==> config.mk <==
export PLATFORM = sky130hd
export DESIGN_NAME = utf8_to_latin9_stream
export DESIGN_NICKNAME = d
export VERILOG_FILES = /design/src/sv/u2l9_pkg.sv /design/src/sv/u2l9_front.sv /design/src/sv/u2l9_queue.sv /design/src/sv/u2l9_back.sv /design/src/sv/utf8_to_latin9_stream.sv
export SDC_FILE = /design/constraint.sdc
export NUM_CORES = 1
export LEC_CHECK = 0
export BUFFER_PORTS_ARGS = -buffer_cell sky130_fd_sc_hd__buf_2
export CAP_MARGIN = 20
export CORE_MARGIN = 3
export CORE_UTILIZATION = 43
export CTS_CLUSTER_SIZE = 16
export DETAILED_ROUTE_END_ITERATION = 6
export SLEW_MARGIN = 20
export SYNTH_ARGS = -nofsm -noshare
export SYNTH_HDL_FRONTEND = slang
export SYNTH_SLANG_ARGS = --single-unit
==> constraint.sdc <==
create_clock -name clk -period 3.9 [get_ports clk]
set_clock_uncertainty 0.15 [all_clocks]
set_input_delay 0.39 -clock clk [delete_from_list [all_inputs] [get_ports clk]]
set_output_delay 0.39 -clock clk [all_outputs]
set_load 0.01 [all_outputs]
==> src/sv/u2l9_pkg.sv <==
// Types, constants and the Latin-9 mapping shared by the UTF-8 to Latin-9 converter.
package u2l9_pkg;

	localparam int QDEPTH = 4;
	localparam int QPTR_W = $clog2(QDEPTH);
	localparam int QCNT_W = $clog2(QDEPTH + 1);

	localparam int ACC_W  = 31;
	localparam int PEND_W = 3;

	localparam logic [ACC_W-1:0] CP_OE_UPPER = 31'h0152;
	localparam logic [ACC_W-1:0] CP_OE_LOWER = 31'h0153;
	localparam logic [ACC_W-1:0] CP_S_CARON  = 31'h0160;
	localparam logic [ACC_W-1:0] CP_s_CARON  = 31'h0161;
	localparam logic [ACC_W-1:0] CP_Y_DIAER  = 31'h0178;
	localparam logic [ACC_W-1:0] CP_Z_CARON  = 31'h017D;
	localparam logic [ACC_W-1:0] CP_z_CARON  = 31'h017E;
	localparam logic [ACC_W-1:0] CP_EURO     = 31'h20AC;

	localparam logic [7:0] L9_OE_UPPER = 8'd188;
	localparam logic [7:0] L9_OE_LOWER = 8'd189;
	localparam logic [7:0] L9_S_CARON  = 8'd166;
	localparam logic [7:0] L9_s_CARON  = 8'd168;
	localparam logic [7:0] L9_Y_DIAER  = 8'd190;
	localparam logic [7:0] L9_Z_CARON  = 8'd180;
	localparam logic [7:0] L9_z_CARON  = 8'd184;
	localparam logic [7:0] L9_EURO     = 8'd164;

	typedef struct packed {
		logic [7:0] in_byte;
		logic       is_last;
	} u2l9_in_t;

	typedef struct packed {
		logic [7:0]  out_byte;
		logic        end_marker;
		logic [15:0] out_length;
	} u2l9_out_t;

	typedef struct packed {
		logic       emit;
		logic [7:0] data;
		logic       last;
	} u2l9_req_t;

	typedef struct packed {
		logic       hit;
		logic [7:0] data;
	} u2l9_map_t;

	function automatic u2l9_map_t latin9_map(input logic [ACC_W-1:0] cp);
		u2l9_map_t m;
		m.hit  = 1'b1;
		m.data = cp[7:0];
		if (cp[ACC_W-1:8] != '0) begin
			case (cp)
				CP_OE_UPPER: m.data = L9_OE_UPPER;
				CP_OE_LOWER: m.data = L9_OE_LOWER;
				CP_S_CARON:  m.data = L9_S_CARON;
				CP_s_CARON:  m.data = L9_s_CARON;
				CP_Y_DIAER:  m.data = L9_Y_DIAER;
				CP_Z_CARON:  m.data = L9_Z_CARON;
				CP_z_CARON:  m.data = L9_z_CARON;
				CP_EURO:     m.data = L9_EURO;
				default: begin
					m.hit  = 1'b0;
					m.data = 8'd0;
				end
			endcase
		end
		return m;
	endfunction

endpackage

==> src/sv/u2l9_front.sv <==
// Front end: UTF-8 sequence decode and Latin-9 classification, one byte per cycle while the queue is not full.
module u2l9_front import u2l9_pkg::*; (
	input  logic      clk,
	input  logic      arst_n,
	input  logic      in_valid,
	output logic      in_ready,
	input  u2l9_in_t  in_data,
	input  logic      q_full,
	output logic      push,
	output u2l9_req_t push_req
);

	logic [PEND_W-1:0] pend_q, pend_n;
	logic [ACC_W-1:0]  acc_q, acc_n;
	logic              inv_q, inv_n;
	logic [7:0]        b;
	u2l9_map_t         m;
	logic              take;

	assign in_ready = !q_full;
	assign take     = in_valid && in_ready;
	assign b        = in_data.in_byte;

	always_comb begin
		pend_n        = pend_q;
		acc_n         = acc_q;
		inv_n         = inv_q;
		m             = '0;
		push_req.emit = 1'b0;
		push_req.data = b;
		push_req.last = in_data.is_last;
		if (pend_q != '0) begin
			inv_n  = inv_q | (b[7:6] != 2'b10);
			acc_n  = {acc_q[ACC_W-7:0], b[5:0]};
			pend_n = pend_q - 1'b1;
			m      = latin9_map(acc_n);
			if (pend_n == '0 && !inv_n) begin
				push_req.emit = m.hit;
				push_req.data = m.data;
			end
		end else begin
			case (b) inside
				[8'h00:8'h7F]: push_req.emit = 1'b1;
				[8'hC0:8'hDF]: begin
					inv_n  = 1'b0;
					pend_n = 3'd1;
					acc_n  = {26'd0, b[4:0]};
				end
				[8'hE0:8'hEF]: begin
					inv_n  = 1'b0;
					pend_n = 3'd2;
					acc_n  = {27'd0, b[3:0]};
				end
				[8'hF0:8'hF7]: begin
					inv_n  = 1'b0;
					pend_n = 3'd3;
					acc_n  = {28'd0, b[2:0]};
				end
				[8'hF8:8'hFB]: begin
					inv_n  = 1'b0;
					pend_n = 3'd4;
					acc_n  = {29'd0, b[1:0]};
				end
				[8'hFC:8'hFD]: begin
					inv_n  = 1'b0;
					pend_n = 3'd5;
					acc_n  = {30'd0, b[0]};
				end
				default: ;
			endcase
		end
		if (in_data.is_last) begin
			pend_n = '0;
			acc_n  = '0;
			inv_n  = 1'b0;
		end
	end

	assign push = take && (push_req.emit || push_req.last);

	always_ff @(posedge clk or negedge arst_n) begin
		if (!arst_n) begin
			pend_q <= '0;
			acc_q  <= '0;
			inv_q  <= 1'b0;
		end else if (take) begin
			pend_q <= pend_n;
			acc_q  <= acc_n;
			inv_q  <= inv_n;
		end
	end

endmodule

==> src/sv/u2l9_queue.sv <==
// Short request queue between the decode front end and the output back end.
module u2l9_queue import u2l9_pkg::*; (
	input  logic      clk,
	input  logic      arst_n,
	input  logic      push,
	input  u2l9_req_t push_req,
	input  logic      pop,
	output logic      full,
	output logic      head_valid,
	output u2l9_req_t head
);

	u2l9_req_t         mem [QDEPTH];
	logic [QPTR_W-1:0] wr_q, rd_q;
	logic [QCNT_W-1:0] cnt_q;

	assign full       = (cnt_q == QCNT_W'(QDEPTH));
	assign head_valid = (cnt_q != '0);
	assign head       = mem[rd_q];

	always_ff @(posedge clk) begin
		if (push) begin
			mem[wr_q] <= push_req;
		end
	end

	always_ff @(posedge clk or negedge arst_n) begin
		if (!arst_n) begin
			wr_q  <= '0;
			rd_q  <= '0;
			cnt_q <= '0;
		end else begin
			if (push) begin
				wr_q <= wr_q + 1'b1;
			end
			if (pop) begin
				rd_q <= rd_q + 1'b1;
			end
			case ({push, pop})
				2'b10:   cnt_q <= cnt_q + 1'b1;
				2'b01:   cnt_q <= cnt_q - 1'b1;
				default: cnt_q <= cnt_q;
			endcase
		end
	end

`ifndef NO_ASSERTIONS
	a_no_push_full: assert property (@(posedge clk) disable iff (!arst_n)
		full |-> !push) else $error("request pushed into full queue");
	a_no_pop_empty: assert property (@(posedge clk) disable iff (!arst_n)
		!head_valid |-> !pop) else $error("request popped from empty queue");
`endif

endmodule

==> src/sv/u2l9_back.sv <==
// Back end: output counting, end marker expansion and the output register.
module u2l9_back import u2l9_pkg::*; #(
	parameter int LENGTH_BITS = 16
) (
	input  logic      clk,
	input  logic      arst_n,
	input  logic      head_valid,
	input  u2l9_req_t head,
	output logic      pop,
	output logic      out_valid,
	input  logic      out_ready,
	output u2l9_out_t out_data
);

	logic [LENGTH_BITS-1:0]    cnt_q, cnt_inc;
	logic [LENGTH_BITS+15:0]   inc_ext, cnt_ext;
	logic                      end_pend_q;
	logic                      load;
	logic                      send_end;
	logic                      out_valid_q;
	u2l9_out_t                 out_q;

	assign load     = head_valid && (!out_valid_q || out_ready);
	assign send_end = end_pend_q || !head.emit;
	assign cnt_inc  = (cnt_q == '1) ? cnt_q : cnt_q + 1'b1;
	assign inc_ext  = {16'd0, cnt_inc};
	assign cnt_ext  = {16'd0, cnt_q};
	assign pop      = load && (send_end || !head.last);

	always_ff @(posedge clk) begin
		if (load) begin
			if (send_end) begin
				out_q.out_byte   <= 8'd0;
				out_q.end_marker <= 1'b1;
				out_q.out_length <= cnt_ext[15:0];
			end else begin
				out_q.out_byte   <= head.data;
				out_q.end_marker <= 1'b0;
				out_q.out_length <= inc_ext[15:0];
			end
		end
	end

	always_ff @(posedge clk or negedge arst_n) begin
		if (!arst_n) begin
			cnt_q       <= '0;
			end_pend_q  <= 1'b0;
			out_valid_q <= 1'b0;
		end else begin
			if (load) begin
				out_valid_q <= 1'b1;
				if (send_end) begin
					cnt_q      <= '0;
					end_pend_q <= 1'b0;
				end else begin
					cnt_q      <= cnt_inc;
					end_pend_q <= head.last;
				end
			end else if (out_ready) begin
				out_valid_q <= 1'b0;
			end
		end
	end

	assign out_valid = out_valid_q;
	assign out_data  = out_q;

`ifndef NO_ASSERTIONS
	a_end_pend_head: assert property (@(posedge clk) disable iff (!arst_n)
		end_pend_q |-> head_valid && head.emit && head.last)
		else $error("pending end marker without its request at the head");
	a_cnt_cleared: assert property (@(posedge clk) disable iff (!arst_n)
		load && send_end |=> cnt_q == '0)
		else $error("length count not cleared after end marker");
	a_pop_only_on_load: assert property (@(posedge clk) disable iff (!arst_n)
		pop |-> load) else $error("request dropped without a result");
`endif

endmodule

==> src/sv/utf8_to_latin9_stream.sv <==
// Top level of the UTF-8 to ISO-8859-15 (Latin-9) stream converter.
// Takes one UTF-8 byte per cycle while the queue is not full and gives one result
// per cycle while out_ready is high: each byte is decoded combinationally by the
// front end, written into the request queue when accepted, and then loaded into
// the output register once that register is free. A byte that carries is_last
// and also completes a character yields two results, the character and the end
// marker, so its request stays at the queue head until both are loaded; the queue
// of four entries buffers that and short output stalls; in_ready drops while full.
// The output length counts bytes emitted in the current string and saturates at
// 2^LENGTH_BITS - 1; the end marker result carries the final count and out_byte 0.
module utf8_to_latin9_stream import u2l9_pkg::*; #(
	parameter int LENGTH_BITS = 16
) (
	input  logic      clk,
	input  logic      arst_n,
	input  logic      in_valid,
	output logic      in_ready,
	input  u2l9_in_t  in_data,
	output logic      out_valid,
	input  logic      out_ready,
	output u2l9_out_t out_data
);

	logic      q_full;
	logic      push;
	u2l9_req_t push_req;
	logic      pop;
	logic      head_valid;
	u2l9_req_t head;

	u2l9_front u_front (
		.clk      (clk),
		.arst_n   (arst_n),
		.in_valid (in_valid),
		.in_ready (in_ready),
		.in_data  (in_data),
		.q_full   (q_full),
		.push     (push),
		.push_req (push_req)
	);

	u2l9_queue u_queue (
		.clk        (clk),
		.arst_n     (arst_n),
		.push       (push),
		.push_req   (push_req),
		.pop        (pop),
		.full       (q_full),
		.head_valid (head_valid),
		.head       (head)
	);

	u2l9_back #(
		.LENGTH_BITS (LENGTH_BITS)
	) u_back (
		.clk        (clk),
		.arst_n     (arst_n),
		.head_valid (head_valid),
		.head       (head),
		.pop        (pop),
		.out_valid  (out_valid),
		.out_ready  (out_ready),
		.out_data   (out_data)
	);

endmodule

# After elaboration in Yosys (flattened, before gate mapping)

Memory sizes are Yosys's and may differ from the RTL's.
Index checks and enable logic that the tools add are counted.

Add/subtract/negate cells: 6
Order comparisons: 12
Eq/ne operators: 14
Mux-type cells: 40
Bitwise gates (word level): 1
Reduce and logical (&&, ||, !) cells: 29

Operators by type and width:

| kind                    | count |
|---|---|
| $eq A31 B9 Y1 const B   | 7 |
| $mux W25                | 8 |
| $pmux W8 S8             | 1 |
| $ge A8 B8 Y1 const B    | 5 |
| $le A8 B8 Y1 const B    | 5 |
| $mux W16                | 2 |
| $eq A31 B14 Y1 const B  | 1 |
| $mux W3                 | 8 |
| $reduce_bool A23 Y1     | 1 |
| $mux W9                 | 2 |
| $mux W17                | 1 |
| $add A16 B1 Y16 const B | 1 |
| $eq A16 B16 Y1 const B  | 1 |
| $mux W1                 | 16 |
| $logic_and A1 B1 Y1     | 11 |
| $ge A8 B1 Y1 const B    | 1 |
| $le A8 B7 Y1 const B    | 1 |
| $mux W8                 | 1 |
| $reduce_or A8 Y1        | 1 |
| $reduce_bool A7 Y1      | 1 |
| $pmux W3 S2             | 1 |
| $reduce_bool A3 Y1      | 2 |
| $sub A3 B1 Y3 const B   | 2 |
| $logic_not A1 Y1        | 5 |
| other kinds (12)        | 17 |

Flip-flop bits (word level): 79
Memory bits (writable): 40
Bits of input ports: 13
Word-level logic and storage cells: 115
Memories: 1

Memory list:

| name        | depth | bits a word | read ports | clocked after memory_dff | wr ports | line             | text |
|---|---|---|---|---|---|---|---|
| u_queue.mem | 4     | 10          | 1          | 0                        | 1        | u2l9_queue.sv:13 | `u2l9_req_t mem [QDEPTH];` |

# Longest topological paths before layout

Word-level depth: 10
Gate-level depth with buffers: 13
Mapped depth without buffers: 13

# Hierarchy

From an unflattened synthesis, not the netlist that was laid out.

Cell total of the unflattened synthesis: 503
Area total of the unflattened synthesis: 5,861.9 um^2

By module, submodules not included:

| module     | instances | cells an instance | area an instance (um^2) | sequential area each (um^2) |
|---|---|---|---|---|
| u2l9_back  | 1         | 185               | 2,147.1                 | 1,201.2 |
| u2l9_front | 1         | 233               | 1,876.8                 | 725.7 |
| u2l9_queue | 1         | 85                | 1,838.0                 | 1,376.3 |

# Worst setup path before layout

Ideal clock, no wire load.

Path kind: input -> register
From: input port in_data[2] (netlist name)
To: register u_queue.cnt_q[2]
Arrival: 2,418 ps
Data required time: 3,625 ps
Slack: 1,207 ps
Stages on the path: 12
Buffers on the path: 1
Path through: buf_6 -> nand4bb_1 -> or4_4 -> a31oi_4 -> o21ai_0 -> a21o_1 -> ha_1 -> inv_1 -> fa_1 -> xor2_1 -> nor2_1 -> xor2_1

Word-level cells in the longest chain between the ends: 10

Ends and longest elaborated chain:

| element                                                  | line                        | text |
|---|---|---|
| start: declaration                                       | utf8_to_latin9_stream.sv:18 | `input u2l9_in_t in_data,` |
| $eq A31 B9 Y1 / $eq A31 B14 Y1 (equally long branches)   | u2l9_pkg.sv:56              | `case (cp)` |
| $reduce_or A8 Y1 (no line)                               | -                           |  |
| $mux W1                                                  | u2l9_pkg.sv:56              |  |
| $mux W9                                                  | u2l9_pkg.sv:55              | `if (cp[ACC_W-1:8] != '0) begin` |
| $mux W9                                                  | u2l9_front.sv:37            | `if (pend_n == '0 && !inv_n) begin` |
| $mux W1 *                                                | u2l9_front.sv:32            | `if (pend_q != '0) begin` |
| $logic_or A1 B1 Y1 *                                     | u2l9_front.sv:79            | `assign push = take && (push_req.emit \|\| push_req.last);` |
| $logic_and A1 B1 Y1 *                                    | u2l9_front.sv:79            |  |
| $eq A2 B1 Y1 / $eq A2 B2 Y1 (equally long branches)      | u2l9_queue.sv:39            | `case ({push, pop})` |
| $pmux W3 S2 / $reduce_bool A2 Y1 (equally long branches) | -                           |  |
| end signal: assignment                                   | u2l9_queue.sv:40            | `2'b10: cnt_q <= cnt_q + 1'b1;` |
| end signal: assignment                                   | u2l9_queue.sv:41            | `2'b01: cnt_q <= cnt_q - 1'b1;` |
| end signal: assignment                                   | u2l9_queue.sv:42            | `default: cnt_q <= cnt_q;` |
| end: declaration                                         | u2l9_queue.sv:15            | `logic [QCNT_W-1:0] cnt_q;` |

Mark *: on every way between the ends. The rest lies on a longest branch, timed or not.
A chain may end at the register's enable or synchronous reset.

# Final worst setup path

From: register u_front.pend_q[0]
To: register u_queue.cnt_q[2]

Word-level cells in the longest chain between the ends: 9

Ends and longest elaborated chain:

| element                                                  | line             | text |
|---|---|---|
| start: declaration                                       | u2l9_front.sv:13 | `logic [PEND_W-1:0] pend_q, pend_n;` |
| start signal: assignment                                 | u2l9_front.sv:87 | `pend_q <= pend_n;` |
| $sub A3 B1 Y3                                            | u2l9_front.sv:35 | `pend_n = pend_q - 1'b1;` |
| $logic_not A3 Y1                                         | u2l9_front.sv:37 |  |
| $logic_and A1 B1 Y1                                      | u2l9_front.sv:37 |  |
| $mux W9                                                  | u2l9_front.sv:37 |  |
| $mux W1 *                                                | u2l9_front.sv:32 |  |
| $logic_or A1 B1 Y1 *                                     | u2l9_front.sv:79 |  |
| $logic_and A1 B1 Y1 *                                    | u2l9_front.sv:79 |  |
| $eq A2 B1 Y1 / $eq A2 B2 Y1 (equally long branches)      | u2l9_queue.sv:39 |  |
| $pmux W3 S2 / $reduce_bool A2 Y1 (equally long branches) | -                |  |

Marked as above.

==> results.cfg <==
[status]
status = finished, violations left
violations = negative hold slack

[drt]
wl_per_cell_um = 15.5
drt-total-wl_mm = 11.5
via_per_inst = 5.48
first_iter_violations = 313
drc = 0
firstDrtPassIters = 4
via_count = 4065
ant_nets = 0

[place]
hpwlAfterDp_mm = 7.82
port_buffers = 39
place_area_um2 = 6200
gp_congestion = 0.796

[grt]
grt-ovfl-total = 0
grt_max_degree = 59
grt_usage_pct = 16.5
antenna_found_initial = 0
grt_pass1_vias = 3922
grt_pass1_wl_mm = 19.4

[logic_synthesis]
ys_seq_area_share_pct = 55.9
syn-mean-instance-area_um2 = 11.4
syn-instance-count = 519
yosysMostFrequentCell = nand2_1
netlist_top_cells_count = 78 x nand2_1, 65 x edfxtp_1, 54 x dfrtp_1
synth_cell_type_count = 74
synth_xor_area_share_pct = 2.96
synth_compound_area_share_pct = 13.2
synthArstFlopShare_pct = 45.4
synth_area_leader_cell = edfxtp_1
ys_seq_elements = 119
synth_ff_type = edfxtp_1
yosys_warnings = 0
synth_top_family_by_area = simple AND/OR/NAND/NOR gates
synth_edf_count = 65
synth_fp_nets = 542
muxShareOfSynthArea_pct = 4.74
netlist_area_um2 = 5910
yosysTopAreaCellShare_pct = 33.0
post_synth_and_or_nand_nor_area_fraction_pct = 16.7
synth.top_cells.by_area = edfxtp_1 33%, dfrtp_1 23%, nand2_1 5.0%
synthAdderAreaFrac_pct = 2.24

[worst_setup_path]
critical_path_class = register to register
cp-start-kind = register
cp_top_family = adder cells
cp_max_fo = 6
critPathBufInv = 2
crit_chain = inv_1 -> ha_1 -> and2_1 -> o21ai_0 -> nor2_2 -> o21ai_0 -> a21o_1 -> ha_1 -> inv_1 -> fa_1 -> xor2_1 -> nor2_1 -> xor2_1
crit_path_top_delay_cell = o21ai_0
worst_ep_required_time_ns = 4.08
cpPeakStageDelay_ns = 0.39
cp-end-kind = register
cp_data_arrival_time_ns = 3.10

[layout]
fin_nets = 576
fin_area_um2 = 6780
area_growth_pct = 14.8
drive_gt1_share_pct = 18.4
antenna_cells = 0

[clock_tree]
cts_max_path_buffers = 2
postCtsHoldBufs = 0
clkTransAtPathRegs_ns = 0.06
cts_resized = 0
cts_tree = yes
tritoncts.num_buffers = 17
postCtsSetupRepairBufs = 0
clk_latency_ns = 0.41
clock_sinks = 119
cts-root-buf = clkbuf_16
h-tree-depth = 4

[sta]
fin_setup_tns_ns = 0
slew_headroom_pct = 36.5
hold_ws_ns = -0.0192
max_freq_ghz = 0.342
tightest_slew_ns = 0.953
setup_viol = 0
rsz0062_at_grt = false
period_share_pct = 74.9
finalHoldViolations = 32
drv_slew = 0
timing.final.crit_period_ns = 2.92

[floorplanning]
die-area_um2 = 15200
die_h_um = 123
start_util_pct = 44.3
fp.coreArea_um2 = 13300
io_pins = 40
rows = 42
die_x_um = 123

[power]
power_density_nw_per_um2 = 695
p_leak_nw = 2.64
peakVddDrop_mv = 0.382

[run]
drv_cap = 0

[hold_path]
min_path_type = input pin to async pin
## path summary, 6_finish.rpt
| kind | start | endpoint | slack, ns | cells after the start |
|---|---|---|---|---|
| hold / removal | arst_n | u_front.inv_q | -0.02 | 1 |
| max in group asynchronous | arst_n | u_back.cnt_q[10] | 2.85 | 2 |
| hold reg to reg | u_front.acc_q[19] | u_front.acc_q[19] | 0.33 | 2 |
| min in group clk | out_ready | u_back.out_valid | 0.08 | 4 |
| setup reg to reg | u_front.pend_q[0] | u_queue.cnt_q[2] | 0.98 | 13 |
| setup / recovery | u_front.pend_q[0] | u_queue.cnt_q[2] | 0.98 | 13 |
## worst reg2reg max path, stage by stage, from the launching register on
cell,delay (ns)
dfrtp_1,0.36
inv_1,0.08
ha_1,0.23
and2_1,0.16
o21ai_0,0.39
nor2_2,0.15
o21ai_0,0.14
a21o_1,0.16
ha_1,0.18
inv_1,0.06
fa_1,0.37
xor2_1,0.15
nor2_1,0.11
xor2_1,0.16
## placed cells by master (no fill, tap or decap), types with 10 or more instances in the layout
cell type | netlist | routed
a21oi_1 | 19 | 19
and2_1 | 11 | 11
buf_2 | 8 | 39
clkbuf_16 | 0 | 17
dfrtp_1 | 54 | 54
edfxtp_1 | 65 | 65
inv_1 | 17 | 17
mux4_2 | 10 | 10
nand2_1 | 78 | 78
nand3_1 | 15 | 15
nor2_1 | 22 | 22
nor3_1 | 10 | 10
o21ai_0 | 36 | 36
xnor2_1 | 10 | 10
xor2_1 | 10 | 10
## state kept, by name (all words and copies together), names as in the netlist, 2 cells and up
signal           flops
u_queue.cnt_q        3
u_queue.wr_q         2
u_back.cnt_q        16
u_queue.mem         40
u_front.pend_q       3
u_back.out_data     25
u_queue.rd_q         2
u_front.acc_q       25
## cells by family after synthesis
group                    count (synthesis)
buffers and inverters                   49
flip-flops                             119
XOR/XNOR                                20
multiplexers                            15
adder cells (fa/ha/maj)                 10
AND/OR/NAND/NOR                        190
AO/OA/AOI/OAI                          116
## layout make-up
class                           count  area (um2)
Fill cell                        1212        6560
Timing Repair Buffer               46         248
Clock buffer                       17         425
Tap cell                          176         220
Multi-Input combinational cell    351        2360
Clock inverter                     15         155
Inverter                           18        67.6
Sequential cell                   119        3300
## layer usage
| layer | part of all wire, % | GRT usage, % | up-vias |
|---|---|---|---|
| li1 | - | - | 1993 |
| met4 | 1.5 | 6.64 | 0 |
| met5 | 0 | 0 | - |
| met1 | 47 | 22.9 | 1964 |
| met2 | 47 | 25.0 | 93 |
| met3 | 4.8 | 3.98 | 15 |
## where the power goes
group | switching [W] | total, W | internal, W
logic | 0.000833 | 0.00137 | 0.000538
registers | 0.000182 | 0.00184 | 0.00166
clock network | 0.000567 | 0.00151 | 0.000939
## through the flow
stage                     instances  total power [W]  setup slack (ns)  hold slack, ns  utilization [%]
after detailed placement        710          0.00325             0.984           0.323             46.5
after CTS                       742          0.00477             0.954         0.00152             50.8
after global routing            742          0.00503             0.665          0.0410             50.8
final                           742          0.00471             0.980         -0.0192             50.8
after floorplan                 519          0.00286              1.21         -0.0556                -
after global placement          710          0.00322              1.03           0.318             46.5
Note: power is estimated with default switching activity, not from simulation.
